**src/rtl/mpt_pkg.sv**
```systemverilog
// Shared types and constants for the multichannel periodic timer.
`timescale 1ns / 1ps

package mpt_pkg;

  localparam int CHANNELS_DEF = 4;
  localparam int DATA_W       = 32;
  localparam int REQ_W        = 2;
  localparam int SEL_W        = 3;
  localparam int CH_W         = 2;
  localparam int FLAGS_W      = 4;

  typedef enum logic [REQ_W-1:0] {
    REQ_TICK  = 2'd0,
    REQ_WRITE = 2'd1,
    REQ_READ  = 2'd2
  } req_t;

  typedef enum logic [SEL_W-1:0] {
    SEL_STATUS = 3'd0,
    SEL_MASK   = 3'd1,
    SEL_RELOAD = 3'd2,
    SEL_ENABLE = 3'd3,
    SEL_COUNT  = 3'd4
  } sel_t;

  typedef struct packed {
    logic              tick;
    logic              wr_reload;
    logic              wr_enable;
    logic [DATA_W-1:0] wdata;
  } mpt_chan_ctl_t;

  typedef struct packed {
    logic              enabled;
    logic              expire;
    logic [DATA_W-1:0] count;
    logic [DATA_W-1:0] reload;
  } mpt_chan_sts_t;

endpackage

```
**src/rtl/mpt_chan.sv**
```systemverilog
// One timer channel: reload register, down-counter and enable.
`timescale 1ns / 1ps

module mpt_chan
  import mpt_pkg::*;
(
  input  logic          clk,
  input  logic          rst_n,
  input  mpt_chan_ctl_t ctl,
  output mpt_chan_sts_t sts
);

  logic [DATA_W-1:0] counter_r, counter_nxt;
  logic [DATA_W-1:0] reload_r, reload_nxt;
  logic              en_r, en_nxt;
  logic              expire;

  always_comb begin
    counter_nxt = counter_r;
    reload_nxt  = reload_r;
    en_nxt      = en_r;
    expire      = 1'b0;
    if (ctl.tick && en_r) begin
      if (counter_r == '0) begin
        counter_nxt = reload_r;
        expire      = 1'b1;
      end else begin
        counter_nxt = counter_r - DATA_W'(1);
      end
    end
    if (ctl.wr_reload) begin
      reload_nxt = ctl.wdata;
    end
    if (ctl.wr_enable) begin
      if (ctl.wdata[0]) begin
        if (!en_r) begin
          counter_nxt = reload_r;
        end
        en_nxt = 1'b1;
      end else begin
        en_nxt = 1'b0;
      end
    end
  end

  always_ff @(posedge clk) begin
    if (!rst_n) begin
      counter_r <= '0;
      reload_r  <= '0;
      en_r      <= 1'b0;
    end else begin
      counter_r <= counter_nxt;
      reload_r  <= reload_nxt;
      en_r      <= en_nxt;
    end
  end

  assign sts.enabled = en_r;
  assign sts.expire  = expire;
  assign sts.count   = counter_r;
  assign sts.reload  = reload_r;

endmodule

```
**src/rtl/multichannel_periodic_timer.sv**
```systemverilog
// Top level of the multichannel periodic timer.
//
//   port group   direction  handshake            payload
//   in_          request    in_valid / in_stall  req_type, reg_sel, channel, write_data
//   out_         result     out_valid/out_stall  read_data, timeout_flags, irq
//   cfg_         write      cfg_we               cfg_wdata (module enable)
//
// One request per cycle sustained while the output does not stall; the request register
// feeds the channel counters and decode, whose result lands in the output register when
// the request advances. A stalled output holds the request register and raises in_stall.
// Synchronous reset clears counters, reloads, enables, flags, mask and module enable.
`timescale 1ns / 1ps

module multichannel_periodic_timer
  import mpt_pkg::*;
#(
  parameter int CHANNELS = CHANNELS_DEF
) (
  input  logic               clk,
  input  logic               rst_n,
  input  logic               in_valid,
  output logic               in_stall,
  input  logic [REQ_W-1:0]   in_req_type,
  input  logic [SEL_W-1:0]   in_reg_sel,
  input  logic [CH_W-1:0]    in_channel,
  input  logic [DATA_W-1:0]  in_write_data,
  output logic               out_valid,
  input  logic               out_stall,
  output logic [DATA_W-1:0]  out_read_data,
  output logic [FLAGS_W-1:0] out_timeout_flags,
  output logic               out_irq,
  input  logic               cfg_we,
  input  logic               cfg_wdata
);

  logic               s1_vld_r;
  logic [REQ_W-1:0]   s1_req_r;
  logic [SEL_W-1:0]   s1_sel_r;
  logic [CH_W-1:0]    s1_ch_r;
  logic [DATA_W-1:0]  s1_wdata_r;
  logic               out_vld_r;
  logic [DATA_W-1:0]  out_rd_r;
  logic [FLAGS_W-1:0] out_tf_r;
  logic               out_irq_r;
  logic               mod_en_r;
  logic [CHANNELS-1:0] flags_r, flags_nxt;
  logic [CHANNELS-1:0] mask_r, mask_nxt;

  logic                adv;
  logic                accept;
  logic                tick_go;
  logic                wr_go;
  logic [CHANNELS-1:0] ch_hit;
  logic [CHANNELS-1:0] expire_vec;
  logic [CHANNELS-1:0] clr;
  logic [DATA_W-1:0]   rd;
  logic [DATA_W-1:0]   cnt_mux;
  logic [DATA_W-1:0]   rel_mux;
  logic                en_mux;
  logic [FLAGS_W+CHANNELS-1:0] flags_ext;

  mpt_chan_ctl_t ctl [CHANNELS];
  mpt_chan_sts_t sts [CHANNELS];

  assign adv      = s1_vld_r && (!out_vld_r || !out_stall);
  assign in_stall = s1_vld_r && !adv;
  assign accept   = in_valid && !in_stall;

  assign tick_go = adv && (s1_req_r == REQ_TICK) && mod_en_r;
  assign wr_go   = adv && (s1_req_r == REQ_WRITE);

  for (genvar n = 0; n < CHANNELS; n++) begin : g_chan
    assign ch_hit[n]         = (int'(s1_ch_r) == n);
    assign ctl[n].tick       = tick_go;
    assign ctl[n].wr_reload  = wr_go && (s1_sel_r == SEL_RELOAD) && ch_hit[n];
    assign ctl[n].wr_enable  = wr_go && (s1_sel_r == SEL_ENABLE) && ch_hit[n];
    assign ctl[n].wdata      = s1_wdata_r;
    assign expire_vec[n]     = sts[n].expire;

    mpt_chan u_chan (
      .clk   (clk),
      .rst_n (rst_n),
      .ctl   (ctl[n]),
      .sts   (sts[n])
    );
  end

  always_comb begin
    clr       = (wr_go && (s1_sel_r == SEL_STATUS)) ? s1_wdata_r[CHANNELS-1:0] : '0;
    flags_nxt = (flags_r & ~clr) | expire_vec;
    mask_nxt  = (wr_go && (s1_sel_r == SEL_MASK)) ? s1_wdata_r[CHANNELS-1:0] : mask_r;
    flags_ext = {{FLAGS_W{1'b0}}, flags_nxt};
  end

  always_comb begin
    cnt_mux = '0;
    rel_mux = '0;
    en_mux  = 1'b0;
    for (int n = 0; n < CHANNELS; n++) begin
      if (ch_hit[n]) begin
        cnt_mux = sts[n].count;
        rel_mux = sts[n].reload;
        en_mux  = sts[n].enabled;
      end
    end
  end

  always_comb begin
    rd = '0;
    if (s1_req_r == REQ_READ) begin
      unique case (s1_sel_r)
        SEL_STATUS: rd = DATA_W'(flags_r);
        SEL_MASK:   rd = DATA_W'(mask_r);
        SEL_RELOAD: rd = rel_mux;
        SEL_ENABLE: rd = DATA_W'(en_mux);
        SEL_COUNT:  rd = cnt_mux;
        default:    rd = '0;
      endcase
    end
  end

  always_ff @(posedge clk) begin
    if (!rst_n) begin
      s1_vld_r  <= 1'b0;
      out_vld_r <= 1'b0;
      mod_en_r  <= 1'b0;
      flags_r   <= '0;
      mask_r    <= '0;
    end else begin
      if (accept) begin
        s1_vld_r <= 1'b1;
      end else if (adv) begin
        s1_vld_r <= 1'b0;
      end
      if (adv) begin
        out_vld_r <= 1'b1;
      end else if (!out_stall) begin
        out_vld_r <= 1'b0;
      end
      if (cfg_we) begin
        mod_en_r <= cfg_wdata;
      end
      flags_r <= flags_nxt;
      mask_r  <= mask_nxt;
    end
  end

  always_ff @(posedge clk) begin
    if (accept) begin
      s1_req_r   <= in_req_type;
      s1_sel_r   <= in_reg_sel;
      s1_ch_r    <= in_channel;
      s1_wdata_r <= in_write_data;
    end
    if (adv) begin
      out_rd_r  <= rd;
      out_tf_r  <= flags_ext[FLAGS_W-1:0];
      out_irq_r <= |(flags_nxt & mask_nxt);
    end
  end

  assign out_valid         = out_vld_r;
  assign out_read_data     = out_rd_r;
  assign out_timeout_flags = out_tf_r;
  assign out_irq           = out_irq_r;

endmodule

```
**config.mk**
```make
export PLATFORM = sky130hd
export DESIGN_NAME = multichannel_periodic_timer
export DESIGN_NICKNAME = d
export VERILOG_FILES = /design/src/rtl/mpt_pkg.sv /design/src/rtl/mpt_chan.sv /design/src/rtl/multichannel_periodic_timer.sv
export SDC_FILE = /design/constraint.sdc
export NUM_CORES = 1
export LEC_CHECK = 0
export ABC_CLOCK_PERIOD_IN_PS = 2800
export BUFFER_PORTS_ARGS = -buffer_cell sky130_fd_sc_hd__buf_4
export CAP_MARGIN = 20
export CORE_MARGIN = 2
export CORE_UTILIZATION = 56
export DETAILED_ROUTE_END_ITERATION = 8
export GPL_TIMING_DRIVEN = 0
export PLACE_DENSITY_LB_ADDON = 0.1
export SLEW_MARGIN = 20
export SYNTH_ARGS = -nofsm -noshare
export SYNTH_HDL_FRONTEND = slang
export SYNTH_SLANG_ARGS = --single-unit
```
**constraint.sdc**
```tcl
create_clock -name clk -period 2.8 [get_ports clk]
set_input_delay 0.28 -clock clk [delete_from_list [all_inputs] [get_ports clk]]
set_output_delay 0.28 -clock clk [all_outputs]
set_load 0.005 [all_outputs]
```
==> results by group, run 1 <==
CTS
  • CTS Buffer Depth: 3
  • H-tree lvl count: 2
  • Clock transition at path regs: roughly 60 ps
  • Number of buffers created by CTS: 39
  • CTS tree: done
  • Sink Count: 347
  • Worst-Skew Late Latency: 540 ps
  • CTS root buf: clkbuf_16

Placed design
  • Area after DPL: 18500 um2
  • DP HPWL: 50300 um
  • Routability Congestion: 1.02
  • Placed cells: roughly 2500
  • Port Buffers: 82

Logic synthesis
  • Synth Flop Type: dfxtp_1
  • Post-synth EDFFs: 76
  • Cell Area, Synth: 17300 um2
  • Synthesized instance count: a little under 2000
  • Synth Warn #: 0
  • Top cells by area, synth: dfxtp_1 (31%), edfxtp_1 (13%), nand2_1 (7.4%)
  • Synth area leader: dfxtp_1
  • FFs w/ async S/R, synth: 0%
  • #FFs+latches synth: ~350
  • Avg Inst Size Synth: 8.72 um2
  • Post-synth top area share: 31.4%
  • Seq/Total Area, Yosys: 44.6%
  • Synth Net Count: 2033
  • Synth unique cells: 73

Drt
  • Post-DRT Antenna Nets: 0
  • DRC viols: 0
  • Routed WL: ~70000 um
  • Via-to-Cell Ratio: 6.74
  • Total number of vias: between 15000 and 20000
  • DRT iter0 DRCs: around 2600
  • Drt wl/cell: 27.1 um
  • Pre-antenna DRT Iters: 6

Worst setup path
  • CP Class: reg2reg
  • Crit start category: flip-flop
  • CP Data Required Time: 3240 ps
  • Worst r2r path cells: 7
  • Reg-to-Reg Start: g_chan[3].u_chan.counter_r[8]
  • Reg-to-Reg End: g_chan[3].u_chan.counter_r[13]
  • Flop-to-flop setup slack: -3 ps
  • Endpoint type of the worst setup path: flip-flop
  • Max FO, Critical Path: 10
  • Crit path DAT: around 3200 ps

Timing
  • Clock skew: roughly 22 ps
  • Setup ws final: -2.69 ps
  • Final setup viols: 2
  • Fmax: 357 MHz
  • Tightest Pin Transition: 1170 ps
  • Final Hold Viols: 0
  • Fin crit share: 100%
  • Worst slew margin: 22.0%
  • Final Critical Period: 2800 ps
  • Fin. max-slew vios: 0

Cells and area
  • Nets@finish: between 2000 and 2500
  • Fill count: 2533
  • Share of layout cells above drive strength 1: 16.6%
  • Final instance area: 20700 um2
  • Area grow syn2layout: 19.9%
  • Final non-filler cell total: 2584
  • Commonest non-fill, non-tap cell in the layout: nand2_1
  • Most frequent cells in the layout: nand2_1 (337), dfxtp_1 (269), a21oi_1 (240)

Pwr
  • Pwr Density: 534 nW/um2
  • Worst VDD drop: 563 uV
  • LEAKAGE: 7.66 nW

Hold path
  • Hold Path Class: in2reg
  • WHS Path Cells: 3
  • Hold EP: mod_en_r
  • Hold Startpoint: cfg_we

GRT
  • GRT Resource Usage Total: a little over two fifths
  • Initial antenna violation count: 1
  • Vias in the first global route: around 16000
  • Total congestion overflow: 0
  • Largest net degree at the start of global routing: 24
  • First-pass GRT wire length: 102000 um

Die
  • Die Width: 180 um
  • IO Pins: 84
  • FP Rows: 64
  • Core Footprint: 30500 um2
  • Die ar.: 32300 um2
  • Chip Height: between 150 and 200 um
  • Initial core utilization: 56.6%

Run status
  • Outcome: complete, but fails checks
  • Failing checks: negative setup slack

Job
  • Max-cap viol count: 0
[Yosys cell counts, types with 8 or more instances]
library cell / number
a22o_1: 10
nand2_1: 340
a21oi_1: 240
nor3_1: 52
o21ai_0: 85
a211oi_1: 41
dfxtp_1: 271
nand2b_1: 9
a31oi_1: 10
buf_2: 15
or3_1: 28
a21o_1: 9
edfxtp_1: 76
o22ai_1: 12
nor2_1: 175
a22oi_1: 26
xor2_1: 31
mux2_2: 8
xnor2_1: 61
buf_1: 14
mux4_2: 32
or4_1: 19
nand3_1: 32
nor4_1: 49
nand4_1: 21
mux2i_1: 41
ha_1: 8
inv_1: 18
and2_1: 8
a211oi_2: 13
clkbuf_1: 111
nand4b_1: 8
[per-stage QoR]
step                power, W  hold slack [ps]  TNS [ps]  setup slack, ps  util (%)
floorplan            0.00561              379         0             25.0         -
global placement     0.00589              455   -356830            -1530      60.3
detailed placement   0.00590              459   -300320            -1630      60.7
CTS                   0.0110             2.75         0             3.31      67.4
global route          0.0113             15.1     -93.8            -24.8      67.9
finish                0.0111             14.2     -3.17            -2.69      67.9
[final cells by class]
type | count | area, um2 | area share [%]
repair buffers | 146 | 1230 | 5.94
repair inverters | 2 | 12.5 | 0.0604
inverters | 19 | 75.1 | 0.362
clock buffers | 60 | 1160 | 5.58
well taps | 396 | 495 | 2.39
multi-input cells | 1471 | 9240 | 44.6
clock inverters | 10 | 108 | 0.519
plain buffers | 132 | 686 | 3.31
diodes | 1 | 2.50 | 0.0121
flip-flops and latches | 347 | 7710 | 37.2
[how the worst max path moves through the flow]
stage / start / endpoint
after floorplan: out_valid / out_irq
after CTS: g_chan[3].u_chan.counter_r[3] / g_chan[3].u_chan.counter_r[1]
final: g_chan[3].u_chan.counter_r[8] / g_chan[3].u_chan.counter_r[13]
after global placement: out_stall / g_chan[0].u_chan.counter_r[25]
after global routing: g_chan[3].u_chan.counter_r[8] / out_irq
after detailed placement: out_stall / g_chan[0].u_chan.counter_r[25]
[worst max-delay path, stage by stage (launching register included)]
cell,delay [ps]
dfxtp_1,380
or3_4,450
or4_4,650
buf_12,210
nor3_4,310
a21oi_2,170
buf_4,270
a211oi_1,250
[per-layer routing]
metal	up-vias	wire length, um	track usage, %
met5	-	0	0
met2	1245	30500	64.2
met4	0	4850	25.0
met1	8335	26000	54.4
met3	319	8860	9.93
li1	7513	-	-
[flip-flops by register name, summed over array words and instances, names as in the netlist]
| register | cells |
|---|---|
| g_chan.u_chan.reload_r | 128 |
| s1_req_r | 2 |
| s1_vld_r | 1 |
| flags_r | 4 |
| out_irq | 1 |
| mod_en_r | 1 |
| g_chan.u_chan.counter_r | 128 |
| out_timeout_flags | 4 |
| g_chan.u_chan.en_r | 4 |
| s1_wdata_r | 32 |
| out_valid | 1 |
| out_read_data | 32 |
| s1_ch_r | 2 |
| s1_sel_r | 3 |
| mask_r | 4 |
[cells by family (layout without fill, tap and decap cells)]
| family | after synthesis | after routing | share of synthesized area (%) |
|---|---|---|---|
| buffers and inverters | 162 | 369 | 3.76 |
| adder cells (fa/ha/maj) | 8 | 8 | 0.580 |
| AO/OA/AOI/OAI | 508 | 508 | 18.0 |
| multiplexers | 81 | 81 | 7.07 |
| other | 0 | 1 | 0 |
| XOR/XNOR | 92 | 92 | 4.67 |
| AND/OR/NAND/NOR | 782 | 782 | 21.3 |
| flip-flops | 347 | 347 | 44.6 |
[timing repair]
item | CTS | global route
pin swaps | 9 | 9
resized for setup | 93 | 54
endpoints found under the setup margin | 305 | 255
hold endpoints to repair | 41 | 0
gates cloned | 2 | 0
hold buffers | 41 | 0
setup buffers | 12 | 5
[where the power goes]
group	internal (W)	switching (W)	leakage (nW)	total [W]
sequential	0.00518	0.0000661	2.90	0.00525
combinational	0.000230	0.000432	4.13	0.000662
clock	0.00303	0.00213	0.622	0.00516
(Power assumes the default switching activity.)
==> run 2: changes to the inputs <==
Settings changed: TNS_END_PERCENT from default to 30.
==> run 2 against run 1 <==
  * The flow now finishes without violations
  * Die area unchanged
  * Wire length down 0.11%
  * Via count rose by 0.14%
  * Sequential share of layout area about the same
  * Sequential power barely moved
  * Critical endpoint is now g_chan[3].u_chan.counter_r[30]
  * Largest cell class unchanged
==> results by group, run 2 (synthesized netlist as in run 1, its figures left out) <==
Run status
  • Outcome: finished clean

Timing
  • Fmax: 357 MHz (+0.12%)
  • Tightest Pin Transition: 1190 ps (+19.1 ps)
  • Final Critical Period: 2800 ps (-3.23 ps)
  • Final setup viols: 0 (-2)
  • Setup ws final: 0.535 ps (+3.23 ps)
  • RSZ-0062 raised after global routing: yes
  • Fin. max-slew vios: 0 (unchanged)
  • Fin crit share: 100% (-0.12 points)
  • Worst slew margin: 20.7% (-1.3 points)
  • Clock skew: 19.5 ps (-2.32 ps)
  • Final Hold Viols: 0 (unchanged)

Placed design
  • Port Buffers: 82 (unchanged)
  • Routability Congestion: 1.02 (unchanged)
  • Area after DPL: 18500 um2 (unchanged)
  • DP HPWL: 50300 um (unchanged)
  • Pre-CTS worst setup slack: -1630 ps (unchanged)

Drt
  • DRC viols: 0 (unchanged)
  • DRT iter0 DRCs: 2346 (-10%)
  • Pre-antenna DRT Iters: 7 (+1)
  • Post-DRT Antenna Nets: 0 (unchanged)
  • Total number of vias: 17400 (+0.14%)
  • Drt wl/cell: 27.1 um (-0.11%)
  • Routed WL: 70100 um (-0.11%)
  • Via-to-Cell Ratio: 6.75 (+0.14%)

Worst setup path
  • CP bufs+invs: 2 (unchanged)
  • Reg-to-Reg Start: g_chan[3].u_chan.counter_r[8]
  • Crit start category: flip-flop
  • CP endpoint: g_chan[3].u_chan.counter_r[30]
  • Crit path DAT: 3220 ps (-20 ps)
  • CP delay by family, top: simple AND/OR/NAND/NOR gates
  • Flop-to-flop setup slack: 0.5 ps (about the same)
  • Worst r2r path cells: 8 (+1)
  • Endpoint type of the worst setup path: flip-flop
  • Highest cell delay on the worst timing path: 660 ps (about the same)
  • Critical path's slowest cell: or4_4
  • Max FO, Critical Path: 10 (unchanged)
  • Setup crit start: g_chan[3].u_chan.counter_r[8]
  • Reg-to-Reg End: g_chan[3].u_chan.counter_r[30]
  • Cells along the critical path: or3_4 > or4_4 > buf_8 > nor3_4 > a21oi_2 > buf_4 > o221ai_1 > nor2_1
  • CP Class: reg2reg
  • Crit. path cell count: 8 (+1)
  • CP Data Required Time: 3220 ps (-20 ps)

Job
  • Max-cap viol count: 0 (unchanged)

GRT
  • GRT Resource Usage Total: 42.0% (about the same)
  • Largest net degree at the start of global routing: 24 (unchanged)
  • Initial antenna violation count: 1 (unchanged)
  • Total congestion overflow: 0 (unchanged)
  • Vias in the first global route: 16200 (-0.092%)
  • First-pass GRT wire length: 102000 um (about the same)

Cells and area
  • Share of layout cells above drive strength 1: 16.6% (unchanged)
  • Area grow syn2layout: 20.0% (about the same)
  • Nets@finish: 2211 (unchanged)
  • Fill count: 2527 (-0.24%)
  • Most frequent cells in the layout: nand2_1 (337), dfxtp_1 (270), a21oi_1 (240)
  • Biggest regs: g_chan.u_chan.counter_r (128), g_chan.u_chan.reload_r (128)
  • Commonest non-fill, non-tap cell in the layout: nand2_1
  • Final instance area: 20700 um2 (about the same)

Die
  • IO Pins: 84 (unchanged)
  • Chip Height: 180 um (unchanged)
  • FP Rows: 64 (unchanged)
  • Core Footprint: 30500 um2 (unchanged)
  • Die ar.: 32300 um2 (unchanged)
  • Initial core utilization: 56.6% (unchanged)
  • Die Width: 180 um (unchanged)

CTS
  • Worst-Skew Late Latency: 540 ps (about the same)
  • CTS root buf: clkbuf_16
  • CTS tree: done
  • CTS Buffer Depth: 3 (unchanged)
  • H-tree lvl count: 2 (unchanged)
  • Number of buffers created by CTS: 39 (unchanged)
  • Sink Count: 347 (unchanged)
  • Clock transition at path regs: 60 ps (about the same)

Hold path
  • Hold Path Class: in2reg

Pwr
  • Worst VDD drop: 565 uV (+0.35%)
  • Pwr Density: 533 nW/um2 (-0.16%)
  • LEAKAGE: 7.66 nW (about the same)
## run 2: cell count changes in the layout (fill, tap and decap cells not counted), sizes merged
cell and change:
clkbuf +1, clkdlybuf4s15 -1
## run 2: repair_timing
action | CTS | global route
cloned | 2 | 0
hold endpoints to repair | 41 | 0
setup endpoints to repair | 305 | 263
gates resized for setup | 91 | 57
hold buffers | 41 | 0
buffers inserted | 12 | 5
pin swaps | 9 | 10
## run 2: worst min-delay path by stage
| stage | from | endpoint | slack, ps | depth (start not counted) |
|---|---|---|---|---|
| global route | cfg_we | mod_en_r | 20 | 3 |
| floorplan | in_channel[0] | s1_ch_r[0] | 380 | 0 |
| detailed placement | in_write_data[16] | s1_wdata_r[16] | 460 | 1 |
| CTS | cfg_we | mod_en_r | 3 | 3 |
| finish | cfg_we | mod_en_r | 10 | 3 |
| global placement | g_chan[2].u_chan.reload_r[31] | g_chan[2].u_chan.reload_r[31] | 460 | 2 |
## run 2: layout make-up
class | instances | area, um2 | area share, %
sequential | 347 | 7710 | 37.2
multi-input combinational | 1471 | 9240 | 44.6
tap | 396 | 495 | 2.39
antenna | 1 | 2.50 | 0.0121
timing repair inverter | 2 | 12.5 | 0.0604
inverter | 19 | 75.1 | 0.362
clock inverter | 10 | 108 | 0.519
timing repair buffer | 146 | 1240 | 6.00
buffer | 132 | 679 | 3.28
clock buffer | 60 | 1160 | 5.58
## run 2: power breakdown
| part | switching, W | total, W | internal (W) |
|---|---|---|---|
| logic | 0.000433 | 0.000662 | 0.000229 |
| registers | 0.0000659 | 0.00525 | 0.00518 |
| clock network | 0.00211 | 0.00514 | 0.00303 |
| total | 0.00261 | 0.0110 | 0.00844 |
## run 2: per-layer routing
metal,track usage [%],share of wire (%)
met1,54.4,37
met4,25.0,6.9
met2,64.2,44
met5,0,0
met3,9.93,13
## run 2: worst min-delay path, cell delays in order
cell     delay, ps
buf_4           80
mux2i_1         70
nor2_1          80
## run 2: metrics by stage
stage | power [W] | util [%] | instances | TNS [ps] | hold WS [ps]
finish | 0.0110 | 67.9 | 2584 | 0 | 11.8
floorplan | 0.00561 | - | 1980 | 0 | 379
CTS | 0.0110 | 67.3 | 2580 | -156 | 2.75
detailed placement | 0.00590 | 60.7 | 2463 | -300320 | 459
global placement | 0.00589 | 60.3 | 2458 | -356830 | 455
global route | 0.0113 | 67.9 | 2583 | -120 | 15.1
==> run 3: changes to the inputs <==
Settings changed: CORE_UTILIZATION 56 to 55, MAX_ROUTING_LAYER from default to met4.
==> run 3 against run 2 <==
  * The flow now finishes with violations (negative setup slack)
  * Clock power grew 3%
  * Cell count grew 0.27%
  * Power grew 1.4%
  * Non-clock buffer count grew 7
  * Worst setup slack lost 39 ps
  * Critical endpoint is now g_chan[2].u_chan.counter_r[17]
  * Highest routed layer unchanged
==> results by group, run 3 (synthesized netlist as in run 1, its figures left out) <==
Hold path
  • WHS Path Cells: 3 (unchanged)
  • Hold Path Class: in2reg

Die
  • FP Rows: 64 (unchanged)
  • Die ar.: 32800 um2 (+1.8%)
  • IO Pins: 84 (unchanged)
  • Initial core utilization: 56.2% (-0.44 points)
  • Core Footprint: 30700 um2 (+0.79%)
  • Chip Height: 181 um (+0.89%)
  • Die Width: 181 um (+0.89%)

Timing
  • Final setup viols: 10 (+10)
  • Setup ws final: -38.9 ps (-39.5 ps)
  • RSZ-0062 raised after global routing: yes
  • Fin. max-slew vios: 0 (unchanged)
  • Fmax: 352 MHz (-1.4%)
  • Final Critical Period: 2840 ps (+39.5 ps)
  • Worst slew margin: 28.1% (+7.4 points)
  • Clock skew: 16.5 ps (-3.01 ps)
  • Tightest Pin Transition: 1070 ps (-117 ps)
  • Fin crit share: 101% (+1.4 points)
  • Final Hold Viols: 0 (unchanged)
  • Hold slack: 15.1 ps (+3.34 ps)

Worst setup path
  • Cells along the critical path: or4_4 > and4bb_2 > and4bb_2 > buf_4 > a31o_2 > buf_4 > nand2_1 > a21oi_1
  • Max FO, Critical Path: 10 (unchanged)
  • CP Data Required Time: 3250 ps (+30 ps)
  • CP bufs+invs: 2 (unchanged)
  • Highest cell delay on the worst timing path: 630 ps (-30 ps)
  • Crit. path cell count: 8 (unchanged)
  • CP Class: reg2reg
  • Critical path's slowest cell: or4_4
  • Crit path DAT: 3290 ps (+70 ps)
  • Crit start category: flip-flop
  • Worst r2r path cells: 8 (unchanged)
  • Endpoint type of the worst setup path: flip-flop
  • CP delay by family, top: simple AND/OR/NAND/NOR gates

Cells and area
  • Commonest non-fill, non-tap cell in the layout: nand2_1
  • Biggest regs: g_chan.u_chan.counter_r (128), g_chan.u_chan.reload_r (128)
  • Share of layout cells above drive strength 1: 17.4% (+0.81 points)
  • Final core utilization: 67.8% (-0.15 points)
  • Final non-filler cell total: 2591 (+0.27%)
  • Most frequent cells in the layout: nand2_1 (338), dfxtp_1 (271), a21oi_1 (240)
  • Nets@finish: 2217 (+0.27%)
  • Area grow syn2layout: 20.6%

Drt
  • Via-to-Cell Ratio: 6.75 (about the same)
  • Routed WL: 71700 um (+2.4%)
  • DRT iter0 DRCs: 2336 (-0.43%)
  • Drt wl/cell: 27.7 um (+2.1%)
  • Post-DRT Antenna Nets: 0 (unchanged)
  • Total number of vias: 17500 (+0.32%)
  • Pre-antenna DRT Iters: 6 (-1)
  • DRC viols: 0 (unchanged)

CTS
  • Worst-Skew Late Latency: 550 ps (about the same)
  • CTS Buffer Depth: 3 (unchanged)
  • H-tree lvl count: 2 (unchanged)
  • Clock transition at path regs: 60 ps (about the same)
  • CTS root buf: clkbuf_16
  • Sink Count: 347 (unchanged)
  • CTS tree: done
  • Number of buffers created by CTS: 38 (-2.6%)

GRT
  • Largest net degree at the start of global routing: 24 (unchanged)
  • First-pass GRT wire length: 103000 um (+1.5%)
  • Total congestion overflow: 0 (unchanged)
  • Vias in the first global route: 16200 (-0.33%)
  • Initial antenna violation count: 2 (+1)
  • GRT Resource Usage Total: 43.9% (+1.9 points)

Placed design
  • DP HPWL: 51500 um (+2.4%)
  • Placed cells: 2464 (+0.041%)
  • Routability Congestion: 1.03 (+0.89%)
  • Port Buffers: 82 (unchanged)

Pwr
  • Sequential power share: 46.8% (-0.7 points)
  • Cell internal pwr: 0.00854 W (+1.2%)
  • Worst VDD drop: 548 uV (-3.0%)
  • LEAKAGE: 7.74 nW (+1.0%)
  • Logic pwr share: 6.0% (about the same)
  • Psw: 0.00267 W (+2.2%)
  • Switch share: 23.8% (+0.17 points)
  • Pwr Density: 538 nW/um2 (+0.85%)
  • Clock power share: 47.3% (+0.8 points)

Run status
  • Failing checks: negative setup slack
  • Outcome: complete, but fails checks

Job
  • Max-cap viol count: 0 (unchanged)
run 3: final cells by class:
type	instances	area, um2
fill	2585	9910
multi-input combinational	1471	9260
clock buffer	60	1200
inverter	19	78.8
clock inverter	10	106
timing repair inverter	2	12.5
antenna	1	2.50
buffer	133	703
sequential	347	7710
timing repair buffer	152	1270
tap	396	495
run 3: path summary, 6_finish.rpt:
check	from	endpoint	slack, ps
worst min register to register	g_chan[0].u_chan.reload_r[28]	g_chan[0].u_chan.reload_r[28]	470
worst max-delay path	g_chan[2].u_chan.counter_r[12]	g_chan[2].u_chan.counter_r[17]	-40
worst min-delay path	cfg_wdata	mod_en_r	20
worst max register to register	g_chan[2].u_chan.counter_r[12]	g_chan[2].u_chan.counter_r[17]	-40
run 3: routing by layer:
layer / vias to the layer above / GRT usage (%) / part of all wire, %
li1: 7531 / - / -
met1: 8420 / 54.8 / 37
met2: 1275 / 65.9 / 44
met3: 266 / 10.0 / 12
met4: 0 / 24.7 / 6.4
met5: - / - / 0
run 3: worst register-to-register path: stages (launching register included):
cell and delay [ps]:
dfxtp_1 390, or4_4 640, and4bb_2 390, and4bb_2 350
buf_4 230, a31o_2 250, buf_4 270, nand2_1 90
a21oi_1 160
run 3: what timing repair did:
| action | 4_1_cts | 5_1_grt |
|---|---|---|
| cloned | 2 | 0 |
| hold buffers | 41 | 0 |
| gates resized for setup | 98 | 58 |
| endpoints found under the setup margin | 305 | 248 |
| setup buffers | 16 | 7 |
| hold endpoints to repair | 41 | 0 |
| pin swaps | 9 | 11 |
run 3: power groups by stage:
stage	clock [W]	combinational, W	sequential, W
2_1_floorplan	0	0.000283	0.00533
3_3_place_gp	0	0.000551	0.00534
3_5_place_dp	0	0.000567	0.00534
4_1_cts	0.00527	0.000638	0.00523
5_1_grt	0.00548	0.000687	0.00524
6_report	0.00530	0.000668	0.00524
run 3: through the flow:
stage	total power, W	setup TNS, ps	cell area (um2)	worst slack (ps)
3_3_place_gp	0.00589	-378410	18400	-1710
2_1_floorplan	0.00561	0	17300	25.0
5_1_grt	0.0114	-773	20800	-85.9
4_1_cts	0.0111	-49.5	20600	-19.6
3_5_place_dp	0.00591	-315610	18500	-1630
6_report	0.0112	-150	20800	-38.9
